==> config.mk <==
export PLATFORM = sky130hd
export DESIGN_NAME = tracker_peak_and_report_scheduler
export DESIGN_NICKNAME = d
export VERILOG_FILES = /design/src/sv/trk_pkg.sv /design/src/sv/trk_front.sv /design/src/sv/trk_fifo.sv /design/src/sv/trk_back.sv /design/src/sv/tracker_peak_and_report_scheduler.sv
export SDC_FILE = /design/constraint.sdc
export NUM_CORES = 1
export LEC_CHECK = 0
export BUFFER_PORTS_ARGS = -buffer_cell sky130_fd_sc_hd__buf_2
export CAP_MARGIN = 20
export CORE_ASPECT_RATIO = 1.1
export CORE_MARGIN = 1.5
export CORE_UTILIZATION = 40
export DETAILED_ROUTE_END_ITERATION = 10
export SLEW_MARGIN = 10
export SYNTH_ARGS = -nofsm -noshare
export SYNTH_HDL_FRONTEND = slang
export SYNTH_SLANG_ARGS = --single-unit
==> constraint.sdc <==
create_clock -name clk -period 6.74 [get_ports clk]
set_input_delay 0.337 -clock clk [delete_from_list [all_inputs] [get_ports clk]]
set_output_delay 0.337 -clock clk [all_outputs]
set_load 0.03 [all_outputs]
==> src/sv/trk_pkg.sv <==
// Shared types and constants of the tracker peak and report scheduler.
package trk_pkg;

  localparam int AXIS_W      = 12;
  localparam int MAG_W       = 11;
  localparam int SUM_W       = 24;
  localparam int ROOT_W      = SUM_W / 2;
  localparam int ROOT_STEPS  = SUM_W / 2;
  localparam int MUL_A_W     = 12;
  localparam int MUL_B_W     = 24;
  localparam int MUL_R_W     = 32;

  // 15.987 * 2^20 rounded up; exact floor for every magnitude up to 128.
  localparam logic [MUL_B_W-1:0] SCALE_RECIP = 24'd16763585;
  localparam int                 SCALE_SHIFT = 20;

  localparam logic [2:0] HOLD_LIMIT = 3'd3;

  localparam logic KIND_TICK   = 1'b0;
  localparam logic KIND_SAMPLE = 1'b1;

  localparam int FIFO_DEPTH = 4;
  localparam int FIFO_AW    = $clog2(FIFO_DEPTH);

  localparam int   CFG_AW     = 3;
  localparam logic REG_PERIOD = 1'b0;
  localparam logic REG_LEAD   = 1'b1;

  localparam logic [15:0] PERIOD_RESET = 16'd60;
  localparam logic [15:0] LEAD_RESET   = 16'd10;

  typedef struct packed {
    logic              kind;
    logic              hall_active;
    logic signed [7:0] x_raw;
    logic signed [7:0] y_raw;
    logic signed [7:0] z_raw;
  } in_item_t;

  typedef struct packed {
    logic                     led_red;
    logic                     led_blue;
    logic                     tracking_on;
    logic                     gps_start;
    logic                     report_valid;
    logic signed [AXIS_W-1:0] peak_x;
    logic signed [AXIS_W-1:0] peak_y;
    logic signed [AXIS_W-1:0] peak_z;
  } out_item_t;

  typedef struct packed {
    logic [15:0] report_period;
    logic [15:0] gps_lead;
  } cfg_t;

  // One classified request as it waits between the front and the back.
  typedef struct packed {
    logic              work;
    logic              report;
    logic              gps;
    logic              mode;
    logic              led_red;
    logic              led_blue;
    logic signed [7:0] x_raw;
    logic signed [7:0] y_raw;
    logic signed [7:0] z_raw;
  } job_t;

endpackage

==> src/sv/trk_front.sv <==
// Front end: accepts requests, runs the tick counter, hall hold and arming flags.
module trk_front import trk_pkg::*; #(
  parameter int COUNTER_WIDTH = 16
) (
  input  logic     clk,
  input  logic     rst_n,
  input  logic     in_valid,
  input  logic     q_full,
  input  in_item_t in_data,
  input  cfg_t     cfg,
  output logic     push,
  output job_t     job
);

  localparam int CMP_W = (COUNTER_WIDTH > 16) ? COUNTER_WIDTH : 16;

  logic [COUNTER_WIDTH-1:0] tick_r, tick_nxt, tick_inc, target;
  logic [2:0]               hold_r, hold_nxt, hold_inc;
  logic                     mode_r, mode_nxt;
  logic                     gps_arm_r, gps_arm_nxt;
  logic                     rep_arm_r, rep_arm_nxt;
  logic                     red_r, red_nxt;
  logic                     blue_r, blue_nxt;

  assign push = in_valid & ~q_full;

  always_comb begin
    tick_inc    = tick_r + COUNTER_WIDTH'(1);
    target      = COUNTER_WIDTH'(cfg.report_period) - COUNTER_WIDTH'(cfg.gps_lead);
    hold_inc    = hold_r + 3'd1;
    tick_nxt    = tick_r;
    hold_nxt    = hold_r;
    mode_nxt    = mode_r;
    gps_arm_nxt = gps_arm_r;
    rep_arm_nxt = rep_arm_r;
    red_nxt     = red_r;
    blue_nxt    = blue_r;
    job.work    = 1'b0;
    job.report  = 1'b0;
    job.gps     = 1'b0;
    job.x_raw   = in_data.x_raw;
    job.y_raw   = in_data.y_raw;
    job.z_raw   = in_data.z_raw;

    if (in_data.kind == KIND_TICK) begin
      if (mode_r) begin
        if (tick_inc == target) begin
          gps_arm_nxt = 1'b1;
        end
        if (CMP_W'(tick_inc) >= CMP_W'(cfg.report_period)) begin
          rep_arm_nxt = 1'b1;
          tick_nxt    = '0;
        end else begin
          tick_nxt = tick_inc;
        end
      end else begin
        tick_nxt = '0;
      end
    end else begin
      if (in_data.hall_active) begin
        red_nxt  = ~mode_r;
        blue_nxt = mode_r;
        hold_nxt = hold_inc;
        // A long enough hold flips the mode and leaves both LEDs lit.
        if (hold_inc > HOLD_LIMIT) begin
          mode_nxt = ~mode_r;
          hold_nxt = '0;
          red_nxt  = 1'b1;
          blue_nxt = 1'b1;
        end
      end else begin
        red_nxt  = 1'b1;
        blue_nxt = 1'b1;
        hold_nxt = '0;
      end
      if (mode_nxt) begin
        job.work    = 1'b1;
        job.gps     = gps_arm_r;
        job.report  = rep_arm_r;
        gps_arm_nxt = 1'b0;
        rep_arm_nxt = 1'b0;
      end
    end

    job.mode     = mode_nxt;
    job.led_red  = red_nxt;
    job.led_blue = blue_nxt;
  end

  always_ff @(posedge clk) begin
    if (!rst_n) begin
      tick_r    <= '0;
      hold_r    <= '0;
      mode_r    <= 1'b1;
      gps_arm_r <= 1'b0;
      rep_arm_r <= 1'b0;
      red_r     <= 1'b1;
      blue_r    <= 1'b1;
    end else if (push) begin
      tick_r    <= tick_nxt;
      hold_r    <= hold_nxt;
      mode_r    <= mode_nxt;
      gps_arm_r <= gps_arm_nxt;
      rep_arm_r <= rep_arm_nxt;
      red_r     <= red_nxt;
      blue_r    <= blue_nxt;
    end
  end

endmodule

==> src/sv/trk_fifo.sv <==
// Short request queue between the front end and the back end.
module trk_fifo import trk_pkg::*; (
  input  logic clk,
  input  logic rst_n,
  input  logic push,
  input  job_t push_data,
  input  logic pop,
  output job_t pop_data,
  output logic full,
  output logic empty
);

  job_t               mem_r [FIFO_DEPTH];
  logic [FIFO_AW-1:0] wr_ptr_r, rd_ptr_r;
  logic [FIFO_AW:0]   count_r;

  assign full     = (count_r == (FIFO_AW+1)'(FIFO_DEPTH));
  assign empty    = (count_r == '0);
  assign pop_data = mem_r[rd_ptr_r];

  always_ff @(posedge clk) begin
    if (push) begin
      mem_r[wr_ptr_r] <= push_data;
    end
  end

  always_ff @(posedge clk) begin
    if (!rst_n) begin
      wr_ptr_r <= '0;
      rd_ptr_r <= '0;
      count_r  <= '0;
    end else begin
      if (push) begin
        wr_ptr_r <= wr_ptr_r + FIFO_AW'(1);
      end
      if (pop) begin
        rd_ptr_r <= rd_ptr_r + FIFO_AW'(1);
      end
      case ({push, pop})
        2'b10:   count_r <= count_r + (FIFO_AW+1)'(1);
        2'b01:   count_r <= count_r - (FIFO_AW+1)'(1);
        default: count_r <= count_r;
      endcase
    end
  end

endmodule

==> src/sv/trk_back.sv <==
// Back end: scales the axes, finds the magnitude root, keeps the peak and drives results.
module trk_back import trk_pkg::*; (
  input  logic      clk,
  input  logic      rst_n,
  input  logic      q_empty,
  input  job_t      q_data,
  output logic      q_pop,
  output logic      out_valid,
  input  logic      out_stall,
  output out_item_t out_data
);

  localparam logic [2:0] ST_IDLE   = 3'd0;
  localparam logic [2:0] ST_SCALE  = 3'd1;
  localparam logic [2:0] ST_SQUARE = 3'd2;
  localparam logic [2:0] ST_ROOT   = 3'd3;
  localparam logic [2:0] ST_DONE   = 3'd4;

  localparam int         IT_W      = $clog2(ROOT_STEPS);
  localparam logic [1:0] LAST_AXIS = 2'd2;

  logic [2:0]               state_r;
  job_t                     job_r;
  logic [1:0]               idx_r;
  logic                     ph_r;
  logic [IT_W-1:0]          it_r;
  logic [MUL_R_W-1:0]       mul_r;
  logic signed [AXIS_W-1:0] axis_r [3];
  logic [MAG_W-1:0]         amag_r [3];
  logic [SUM_W-1:0]         rem_r, root_r, bit_r;
  logic signed [AXIS_W-1:0] peak_r [3];
  logic [ROOT_W-1:0]        peak_mag_r;
  logic                     out_valid_r;
  out_item_t                out_data_r;

  logic signed [7:0]                raw_sel;
  logic [7:0]                       raw_abs;
  logic [MUL_A_W-1:0]               mul_a;
  logic [MUL_B_W-1:0]               mul_b;
  logic [MUL_A_W+MUL_B_W-1:0]       mul_p;
  logic [MAG_W-1:0]                 q_mag;
  logic signed [AXIS_W-1:0]         axis_new;
  logic [SUM_W:0]                   trial;
  logic                             take;
  logic                             cand_gt;
  logic                             out_free;
  logic                             finish;
  logic signed [AXIS_W-1:0]         pick [3];
  out_item_t                        out_nxt;

  assign q_pop     = (state_r == ST_IDLE) && !q_empty;
  assign out_free  = !out_valid_r || !out_stall;
  assign finish    = (state_r == ST_DONE) && out_free;
  assign out_valid = out_valid_r;
  assign out_data  = out_data_r;

  always_comb begin
    case (idx_r)
      2'd0:    raw_sel = job_r.x_raw;
      2'd1:    raw_sel = job_r.y_raw;
      default: raw_sel = job_r.z_raw;
    endcase
    raw_abs = raw_sel[7] ? 8'(-raw_sel) : raw_sel;

    // One shared multiplier: axis scaling first, squaring afterwards.
    if (state_r == ST_SCALE) begin
      mul_a = {4'b0, raw_abs};
      mul_b = SCALE_RECIP;
    end else begin
      mul_a = {1'b0, amag_r[idx_r]};
      mul_b = {13'b0, amag_r[idx_r]};
    end
    mul_p = mul_a * mul_b;

    q_mag    = mul_r[SCALE_SHIFT+MAG_W-1:SCALE_SHIFT];
    axis_new = raw_sel[7] ? -$signed({1'b0, q_mag}) : $signed({1'b0, q_mag});

    trial   = {1'b0, root_r} + {1'b0, bit_r};
    take    = ({1'b0, rem_r} >= trial);
    cand_gt = root_r[ROOT_W-1:0] > peak_mag_r;

    for (int k = 0; k < 3; k++) begin
      pick[k] = cand_gt ? axis_r[k] : peak_r[k];
    end

    out_nxt.led_red      = job_r.led_red;
    out_nxt.led_blue     = job_r.led_blue;
    out_nxt.tracking_on  = job_r.mode;
    out_nxt.gps_start    = job_r.gps;
    out_nxt.report_valid = job_r.report;
    out_nxt.peak_x       = job_r.report ? pick[0] : '0;
    out_nxt.peak_y       = job_r.report ? pick[1] : '0;
    out_nxt.peak_z       = job_r.report ? pick[2] : '0;
  end

  always_ff @(posedge clk) begin
    if (!rst_n) begin
      state_r     <= ST_IDLE;
      idx_r       <= '0;
      ph_r        <= 1'b0;
      it_r        <= '0;
      out_valid_r <= 1'b0;
      peak_mag_r  <= '0;
      for (int k = 0; k < 3; k++) begin
        peak_r[k] <= '0;
      end
    end else begin
      case (state_r)
        ST_IDLE: begin
          if (!q_empty) begin
            state_r <= q_data.work ? ST_SCALE : ST_DONE;
            idx_r   <= '0;
            ph_r    <= 1'b0;
          end
        end
        ST_SCALE: begin
          ph_r <= ~ph_r;
          if (ph_r) begin
            if (idx_r == LAST_AXIS) begin
              idx_r   <= '0;
              state_r <= ST_SQUARE;
            end else begin
              idx_r <= idx_r + 2'd1;
            end
          end
        end
        ST_SQUARE: begin
          ph_r <= ~ph_r;
          if (ph_r) begin
            if (idx_r == LAST_AXIS) begin
              idx_r   <= '0;
              it_r    <= '0;
              state_r <= ST_ROOT;
            end else begin
              idx_r <= idx_r + 2'd1;
            end
          end
        end
        ST_ROOT: begin
          it_r <= it_r + IT_W'(1);
          if (it_r == IT_W'(ROOT_STEPS - 1)) begin
            state_r <= ST_DONE;
          end
        end
        ST_DONE: begin
          if (out_free) begin
            state_r <= ST_IDLE;
            if (job_r.work) begin
              // A report hands out the peak and starts the next window from zero.
              if (job_r.report) begin
                peak_mag_r <= '0;
                for (int k = 0; k < 3; k++) begin
                  peak_r[k] <= '0;
                end
              end else begin
                if (cand_gt) begin
                  peak_mag_r <= root_r[ROOT_W-1:0];
                end
                for (int k = 0; k < 3; k++) begin
                  peak_r[k] <= pick[k];
                end
              end
            end
          end
        end
        default: state_r <= ST_IDLE;
      endcase

      if (finish) begin
        out_valid_r <= 1'b1;
      end else if (!out_stall) begin
        out_valid_r <= 1'b0;
      end
    end
  end

  always_ff @(posedge clk) begin
    if (q_pop) begin
      job_r  <= q_data;
      rem_r  <= '0;
      root_r <= '0;
      bit_r  <= SUM_W'(1) << (SUM_W - 2);
    end
    case (state_r)
      ST_SCALE: begin
        if (!ph_r) begin
          mul_r <= mul_p[MUL_R_W-1:0];
        end else begin
          axis_r[idx_r] <= axis_new;
          amag_r[idx_r] <= q_mag;
        end
      end
      ST_SQUARE: begin
        if (!ph_r) begin
          mul_r <= mul_p[MUL_R_W-1:0];
        end else begin
          rem_r <= rem_r + mul_r[SUM_W-1:0];
        end
      end
      ST_ROOT: begin
        if (take) begin
          rem_r  <= rem_r - trial[SUM_W-1:0];
          root_r <= (root_r >> 1) + bit_r;
        end else begin
          root_r <= root_r >> 1;
        end
        bit_r <= bit_r >> 2;
      end
      default: begin
      end
    endcase
    if (finish) begin
      out_data_r <= out_nxt;
    end
  end

  a_peak_zero_without_report: assert property (@(posedge clk) disable iff (!rst_n)
    (out_valid_r && !out_data_r.report_valid) |->
      (out_data_r.peak_x == '0 && out_data_r.peak_y == '0 && out_data_r.peak_z == '0))
    else $error("peak fields nonzero on a result without a report");

  a_report_clears_peak: assert property (@(posedge clk) disable iff (!rst_n)
    (finish && job_r.work && job_r.report) |=>
      (peak_mag_r == '0 && peak_r[0] == '0 && peak_r[1] == '0 && peak_r[2] == '0))
    else $error("peak not cleared after a report");

  a_pulses_need_tracking: assert property (@(posedge clk) disable iff (!rst_n)
    (out_valid_r && (out_data_r.gps_start || out_data_r.report_valid)) |->
      out_data_r.tracking_on)
    else $error("gps or report pulse while tracking is off");

endmodule

==> src/sv/tracker_peak_and_report_scheduler.sv <==
// Top level of the tracker peak and report scheduler.
//
// Input requests (in_valid, in_stall, in_data) are either timer ticks or
// sensor samples; each produces exactly one result on out_valid, out_stall,
// out_data, in request order. A request is taken on a rising edge with valid
// high and stall low on its channel.
// The front end takes one request per cycle, while the queue is not full, into
// a four-entry queue. The back end drains it one request at a time: a tick or
// a sample taken while tracking is off goes straight from the queue to the
// output register; a tracked sample first passes the shared multiplier (three
// scaling and three squaring steps) and the 12-step integer square root.
// When out_stall is high the output register holds its result, the back end
// waits with the next one, and in_stall rises once the queue is full.
// Reset (rst_n low, synchronous) turns tracking on, lights both LEDs, clears
// the counter, flags and peak, and loads report_period 60 and gps_lead 10.
// The APB-style port holds report_period at address 0 and gps_lead at 4; the
// user must write it only while no request is in flight, which no logic checks.
module tracker_peak_and_report_scheduler import trk_pkg::*; #(
  parameter int COUNTER_WIDTH = 16
) (
  input  logic              clk,
  input  logic              rst_n,
  input  logic              in_valid,
  output logic              in_stall,
  input  in_item_t          in_data,
  output logic              out_valid,
  input  logic              out_stall,
  output out_item_t         out_data,
  input  logic              psel,
  input  logic              penable,
  input  logic              pwrite,
  input  logic [CFG_AW-1:0] paddr,
  input  logic [31:0]       pwdata,
  output logic [31:0]       prdata,
  output logic              pready
);

  logic [15:0] period_r;
  logic [15:0] lead_r;
  cfg_t        cfg;
  logic        push;
  job_t        push_job;
  logic        q_full;
  logic        q_empty;
  logic        q_pop;
  job_t        q_data;

  assign pready            = 1'b1;
  assign cfg.report_period = period_r;
  assign cfg.gps_lead      = lead_r;
  assign prdata            = {16'b0, (paddr[2] == REG_LEAD) ? lead_r : period_r};
  assign in_stall          = q_full;

  always_ff @(posedge clk) begin
    if (!rst_n) begin
      period_r <= PERIOD_RESET;
      lead_r   <= LEAD_RESET;
    end else if (psel && penable && pwrite && pready) begin
      if (paddr[2] == REG_PERIOD) begin
        period_r <= pwdata[15:0];
      end else begin
        lead_r <= pwdata[15:0];
      end
    end
  end

  trk_front #(
    .COUNTER_WIDTH(COUNTER_WIDTH)
  ) u_front (
    .clk      (clk),
    .rst_n    (rst_n),
    .in_valid (in_valid),
    .q_full   (q_full),
    .in_data  (in_data),
    .cfg      (cfg),
    .push     (push),
    .job      (push_job)
  );

  trk_fifo u_fifo (
    .clk       (clk),
    .rst_n     (rst_n),
    .push      (push),
    .push_data (push_job),
    .pop       (q_pop),
    .pop_data  (q_data),
    .full      (q_full),
    .empty     (q_empty)
  );

  trk_back u_back (
    .clk       (clk),
    .rst_n     (rst_n),
    .q_empty   (q_empty),
    .q_data    (q_data),
    .q_pop     (q_pop),
    .out_valid (out_valid),
    .out_stall (out_stall),
    .out_data  (out_data)
  );

endmodule
======== Word level (Yosys, flattened, before mapping) ========
Memory sizes are Yosys's and may differ from the RTL's. A register that Yosys moved wholly into a read port is not among the register bits.
Cells that the tools add are included.
storage, ports and cells
  bits in writable memories ............... 225
  memory bits (read-only) ................. 0
  output and inout bits ................... 76
  bits in latches ......................... 0
  bits in registers ....................... 248
  memories kept ........................... 4
memories
  name           depth  bits a word  rd ports  clocked after memory_dff  wr ports  RTL line        source
  u_fifo.mem_r   4      30           1         1                         1         trk_fifo.sv:13  job_t mem_r [FIFO_DEPTH];
  u_back.axis_r  3      12           3         0                         1         trk_back.sv:28  logic signed [AXIS_W-1:0] axis_r [3];
  u_back.peak_r  3      12           3         0                         3         trk_back.sv:31  logic signed [AXIS_W-1:0] peak_r [3];
  u_back.amag_r  3      11           1         1                         1         trk_back.sv:29  logic [MAG_W-1:0] amag_r [3];
cells by class
  multiplexer cells ....................... 92
  $add $sub $neg .......................... 15
  $lt $le $gt $ge ......................... 4
  eq/ne operators ......................... 21
  $mul .................................... 1
  reduce and logical (&&, ||, !) cells .... 32
  shifts and indexed selects .............. 0
  bitwise operators ....................... 12
  div/mod/pow operators ................... 0
operators by type and width
  kind                   number
  $mux 24                7
  $mux 12                12
  $mux 16                3
  $pmux 24 s2            1
  $mux 21                2
  $mux 1                 38
  $mux 3                 12
  $mul 11x24->31         1
  $add 24x23->25         1
  $ge 24x25->1           1
  $add 23x23->24         1
  $add 24x24->24         1
  $sub 24x24->24         1
  $add 16x1->16 const B  1
  $eq 16x16->1           1
  $ge 16x16->1           1
  $ne 2x1->1 const B     8
  $pmux 8 s2             1
  $reduce_bool 2->1      8
  $sub 16x16->16         1
  $pmux 3 s5             1
  $mux 2                 7
  $gt 12x12->1           1
  $neg 11->12            1
  other kinds (33)       65

======== Logic depth before layout (Yosys ltp) ========
  word-level depth ........................ 8
  mapped depth ............................ 31

======== Modules after synthesis ========
Synthesis repeated with hierarchy kept, for this count alone.
second synthesis, totals
  cell total of the unflattened synthesis .. 2823
  area, all modules ....................... 30640.6 µm²
modules (own cells, without submodules)
  module                             instances  seq. area each (µm²)  area an instance (µm²)  cells each
  trk_back                           1          8177.8                21265.4                 2073
  trk_fifo                           1          3783.6                4778.3                  202
  trk_front                          1          480.5                 2986.6                  384
  tracker_peak_and_report_scheduler  1          640.6                 1610.3                  164

======== Worst setup path before layout ========
Ideal clock, no wire load.
  path type ............................... reg-to-reg
  from .................................... reg u_back.idx_r[0]
  to ...................................... reg u_back.mul_r[29], data pin
  cell stages (with the launch flop) ...... 30
  setup time .............................. 0.270 ns
  arrival ................................. 6.999 ns
  setup slack ............................. -0.529 ns
  path through ............................ dfxtp_1 -> clkbuf_1 -> buf_2 -> mux2i_1 -> nor2_1 -> a21oi_1 -> ha_1 -> nand2_1 -> o21ai_0 -> xor2_1 -> o21ai_1 -> nand2b_1 -> fa_1 -> fa_1 -> inv_1 -> fa_1 -> fa_1 -> inv_1 -> fa_1 -> inv_1 -> ha_1 -> a21o_1 -> a21o_1 -> a21oi_1 -> o21ai_0 -> a2111oi_0 -> a211o_1 -> nand3_1 -> nand4_1 -> or3b_2
between the ends
  longest elaborated chain between the ends .. 6
  elaborated cells on any way between the ends .. 7
ends and longest elaborated chain
  item                                                  RTL line         source
  start, declared                                       trk_back.sv:24   logic [1:0] idx_r;
  start signal, assigned                                trk_back.sv:123  idx_r <= idx_r + 2'd1;
  start signal, assigned                                trk_back.sv:135  idx_r <= idx_r + 2'd1;
  $eq 2x1->1 / $logic_not 2->1 (equally long branches)  trk_back.sv:58   case (idx_r)
  $pmux 8 s2 *                                          trk_back.sv:58
  $neg 8->8                                             trk_back.sv:63   raw_abs = raw_sel[7] ? 8'(-raw_sel) : raw_sel;
  $mux 8 *                                              trk_back.sv:63
  $mux 11 *                                             trk_back.sv:66   if (state_r == ST_SCALE) begin
  $mul 11x24->31 *                                      trk_back.sv:73   mul_p = mul_a * mul_b;
  net u_back.mul_p[29]                                  trk_back.sv:40   logic [MUL_A_W+MUL_B_W-1:0] mul_p;
  end signal, assigned                                  trk_back.sv:187  mul_r <= mul_p[MUL_R_W-1:0];
  end signal, assigned                                  trk_back.sv:195  mul_r <= mul_p[MUL_R_W-1:0];
  end, declared                                         trk_back.sv:27   logic [MUL_R_W-1:0] mul_r;
Mark *: on every way through the listed nets, which the timed path passes. The rest lies on a longest branch.
A chain may end at the register's enable or synchronous reset.

======== Final worst setup path ========
Same ends and word-level chain as after synthesis.

==> impl_metrics.ini <==
[run_status]
status = finished clean

[layout]
nets = 3631
multiInputGateArea_um2 = 16100
seqCellArea_um2 = 13100
area_growth_pct = 18.7
drive_gt1_share_pct = 17.2
diodes = 0
nFillCells = 6809

[yosys]
yosysTopAreaCell = edfxtp_1
ys_top_cells_by_count = edfxtp_1 (359), inv_1 (319), nand2_1 (272)
synthTopCellsByArea = edfxtp_1 (36%), fa_1 (9.2%), ha_1 (8.3%)
synthFlopType = edfxtp_1
synth.most_common_cell = edfxtp_1
async_reset_ff_share_pct = 0
netlist_instances = 2897
synth_edf_count = 359
syn-mean-instance-area_um2 = 10.5
ys_warn_count = 0
synth.distinct_cells = 85
netlist_area_um2 = 30400
synth_top_area_share_pct = 35.5
ys_ff_latch = 474
synth_seq_area_share_pct = 43.1

[setup_path]
required_ps = 7100
crit_type = flop to flop
crit_fanout = 8
crit_slowest_cell = fa_1
cp_common_cell = fa_1
worstPathArrival_ps = 6940
setup.worst_path.end_class = flop
crit_path_max_incr_delay_ps = 550
start_kind = flop

[global_route]
overflow = 0
grt_pass1_wl_um = 119000
track_usage_pct = 19.2
grt_max_degree = 52
antenna_found_initial = 1
grt_pass1_vias = 22500

[floorplan]
dieHeight_um = 292
die_w_um = 266
rows = 105
core_area_um2 = 74900
die_area_um2 = 77600
start_util_pct = 40.5
ioPinCount = 144

[timing]
slew_headroom_pct = 33.5
finalMaxSlewViolations = 0
rsz0062_at_grt = true
fin_crit_sh_pct = 97.7
fin_tns_setup_ps = 0
max_freq_mhz = 152
setup_violations = 0
whs_ps = 130
fin_skew_ps = 24.4
min_period_ps = 6580
worst_pin_slew_ps = 972
hold_viol_final = 0

[cts]
h-tree-depth = 2
clk-insertion-delay-late_ps = 620
cts_buffers = 53
clkSlewWorstSetupHoldPaths_ps = 60
clock-sinks = 474
clk_path_buf_depth = 3
cts-root-buf = clkbuf_16
cts_tree = done

[detailed_routing]
wl_per_cell_um = 17.7
drt_pass1_iterations = 5
drtAntennaViolNets = 0
wl_um = 74900
first_iter_violations = 1379
drc = 0
vias_per_cell = 5.28
vias = 22300

[hold_path]
min_path_type = primary input to flop

[place]
dp_hpwl_um = 55600
globalplace.congestion = 0.909
io_buffers = 108

[run]
maxCapViolCount = 0
-- metrics by stage --
stage          instances  cell area [µm²]  worst slack (ps)  util [%]
6_report            4226            36000               158      48.1
5_1_grt             4226            36000             -58.3      48.1
4_1_cts             4213            35600              1.20      47.6
3_5_place_dp        4074            33300              -371      44.4
3_3_place_gp        4072            33200              -255      44.4
2_1_floorplan       2919            30500              37.3         -
-- cells in the final DEF (no fill, tap or decap), drive strengths merged, types with 45 or more instances in the layout --
| cell type | synthesis | layout |
|---|---|---|
| edfxtp | 359 | 359 |
| inv | 320 | 325 |
| buf | 34 | 320 |
| nand2 | 272 | 272 |
| nor2 | 240 | 240 |
| ha | 202 | 202 |
| a21oi | 169 | 169 |
| fa | 140 | 140 |
| o21ai | 123 | 123 |
| dfxtp | 115 | 115 |
| xnor2 | 91 | 91 |
| mux2i | 71 | 71 |
| nor2b | 64 | 64 |
| xor2 | 63 | 63 |
| clkbuf | 80 | 60 |
| nand3 | 53 | 53 |
| nor3 | 46 | 46 |
| a31oi | 45 | 45 |
-- cells by family after synthesis --
| kind of cell | count (synthesis) | synth area share, % |
|---|---|---|
| multiplexers | 107 | 4.79 |
| AO/OA/AOI/OAI | 550 | 11.5 |
| buffers and inverters | 435 | 5.65 |
| adder cells (fa/ha/maj) | 342 | 17.6 |
| AND/OR/NAND/NOR | 830 | 12.6 |
| flip-flops | 474 | 43.1 |
| other | 2 | 0.0247 |
| XOR/XNOR | 157 | 4.73 |
-- critical path: cells and delay by family (launching register included) --
family | cells | cell delay (ps)
compound gates | 8 | 1600
xor+xnor | 1 | 110
fa+ha+maj | 7 | 2990
buf+inv | 3 | 260
flops | 1 | 410
mux | 1 | 200
simple gates | 6 | 760
-- registers in the layout, indices dropped and copies added, names as in the netlist, 24 cells and up, named ones only --
register / cells
u_back.rem_r: 24
u_back.peak_r: 36
u_back.mul_r: 31
u_back.out_data: 41
u_back.amag_r: 33
u_fifo.mem_r: 120
u_back.root_r: 24
u_back.job_r: 30
u_back.axis_r: 33
-- per-layer routing --
metal	global-route usage [%]	part of all wire (%)	vias to the layer above
met5	0	0.015	-
met4	5.36	2.4	2
met3	2.56	3.8	122
met2	32.9	49	421
met1	25.3	45	11000
li1	-	-	10800
-- timing repair --
item | 4_1_cts | 5_1_grt
resized for setup | 16 | 83
hold endpoints to repair | 129 | 0
pin swaps | 4 | 66
buffers inserted | 1 | 13
setup endpoints to repair | 7 | 12
hold buffers | 41 | 0
-- final cells by class --
type | instances | area share (%)
multi-input cells | 2010 | 44.6
well taps | 963 | 3.34
flip-flops and latches | 474 | 36.3
clock inverters | 37 | 1.31
inverters | 321 | 3.34
clock buffers | 60 | 3.87
repair buffers | 361 | 7.20
-- worst paths after layout --
path | slack, ps | depth (start not counted) | start | endpoint
worst max-delay path | 160 | 26 | u_back.idx_r[0] | u_back.mul_r[29]
worst min-delay path | 130 | 2 | rst_n | u_front.red_r
worst max register to register | 160 | 26 | u_back.idx_r[0] | u_back.mul_r[29]
worst min register to register | 420 | 0 | u_back.job_r[24] | u_back.out_data[39]
Power is left out: the tool's default activity adds up to more than one toggle a clock period on the data nets, which glitch-free logic cannot reach.
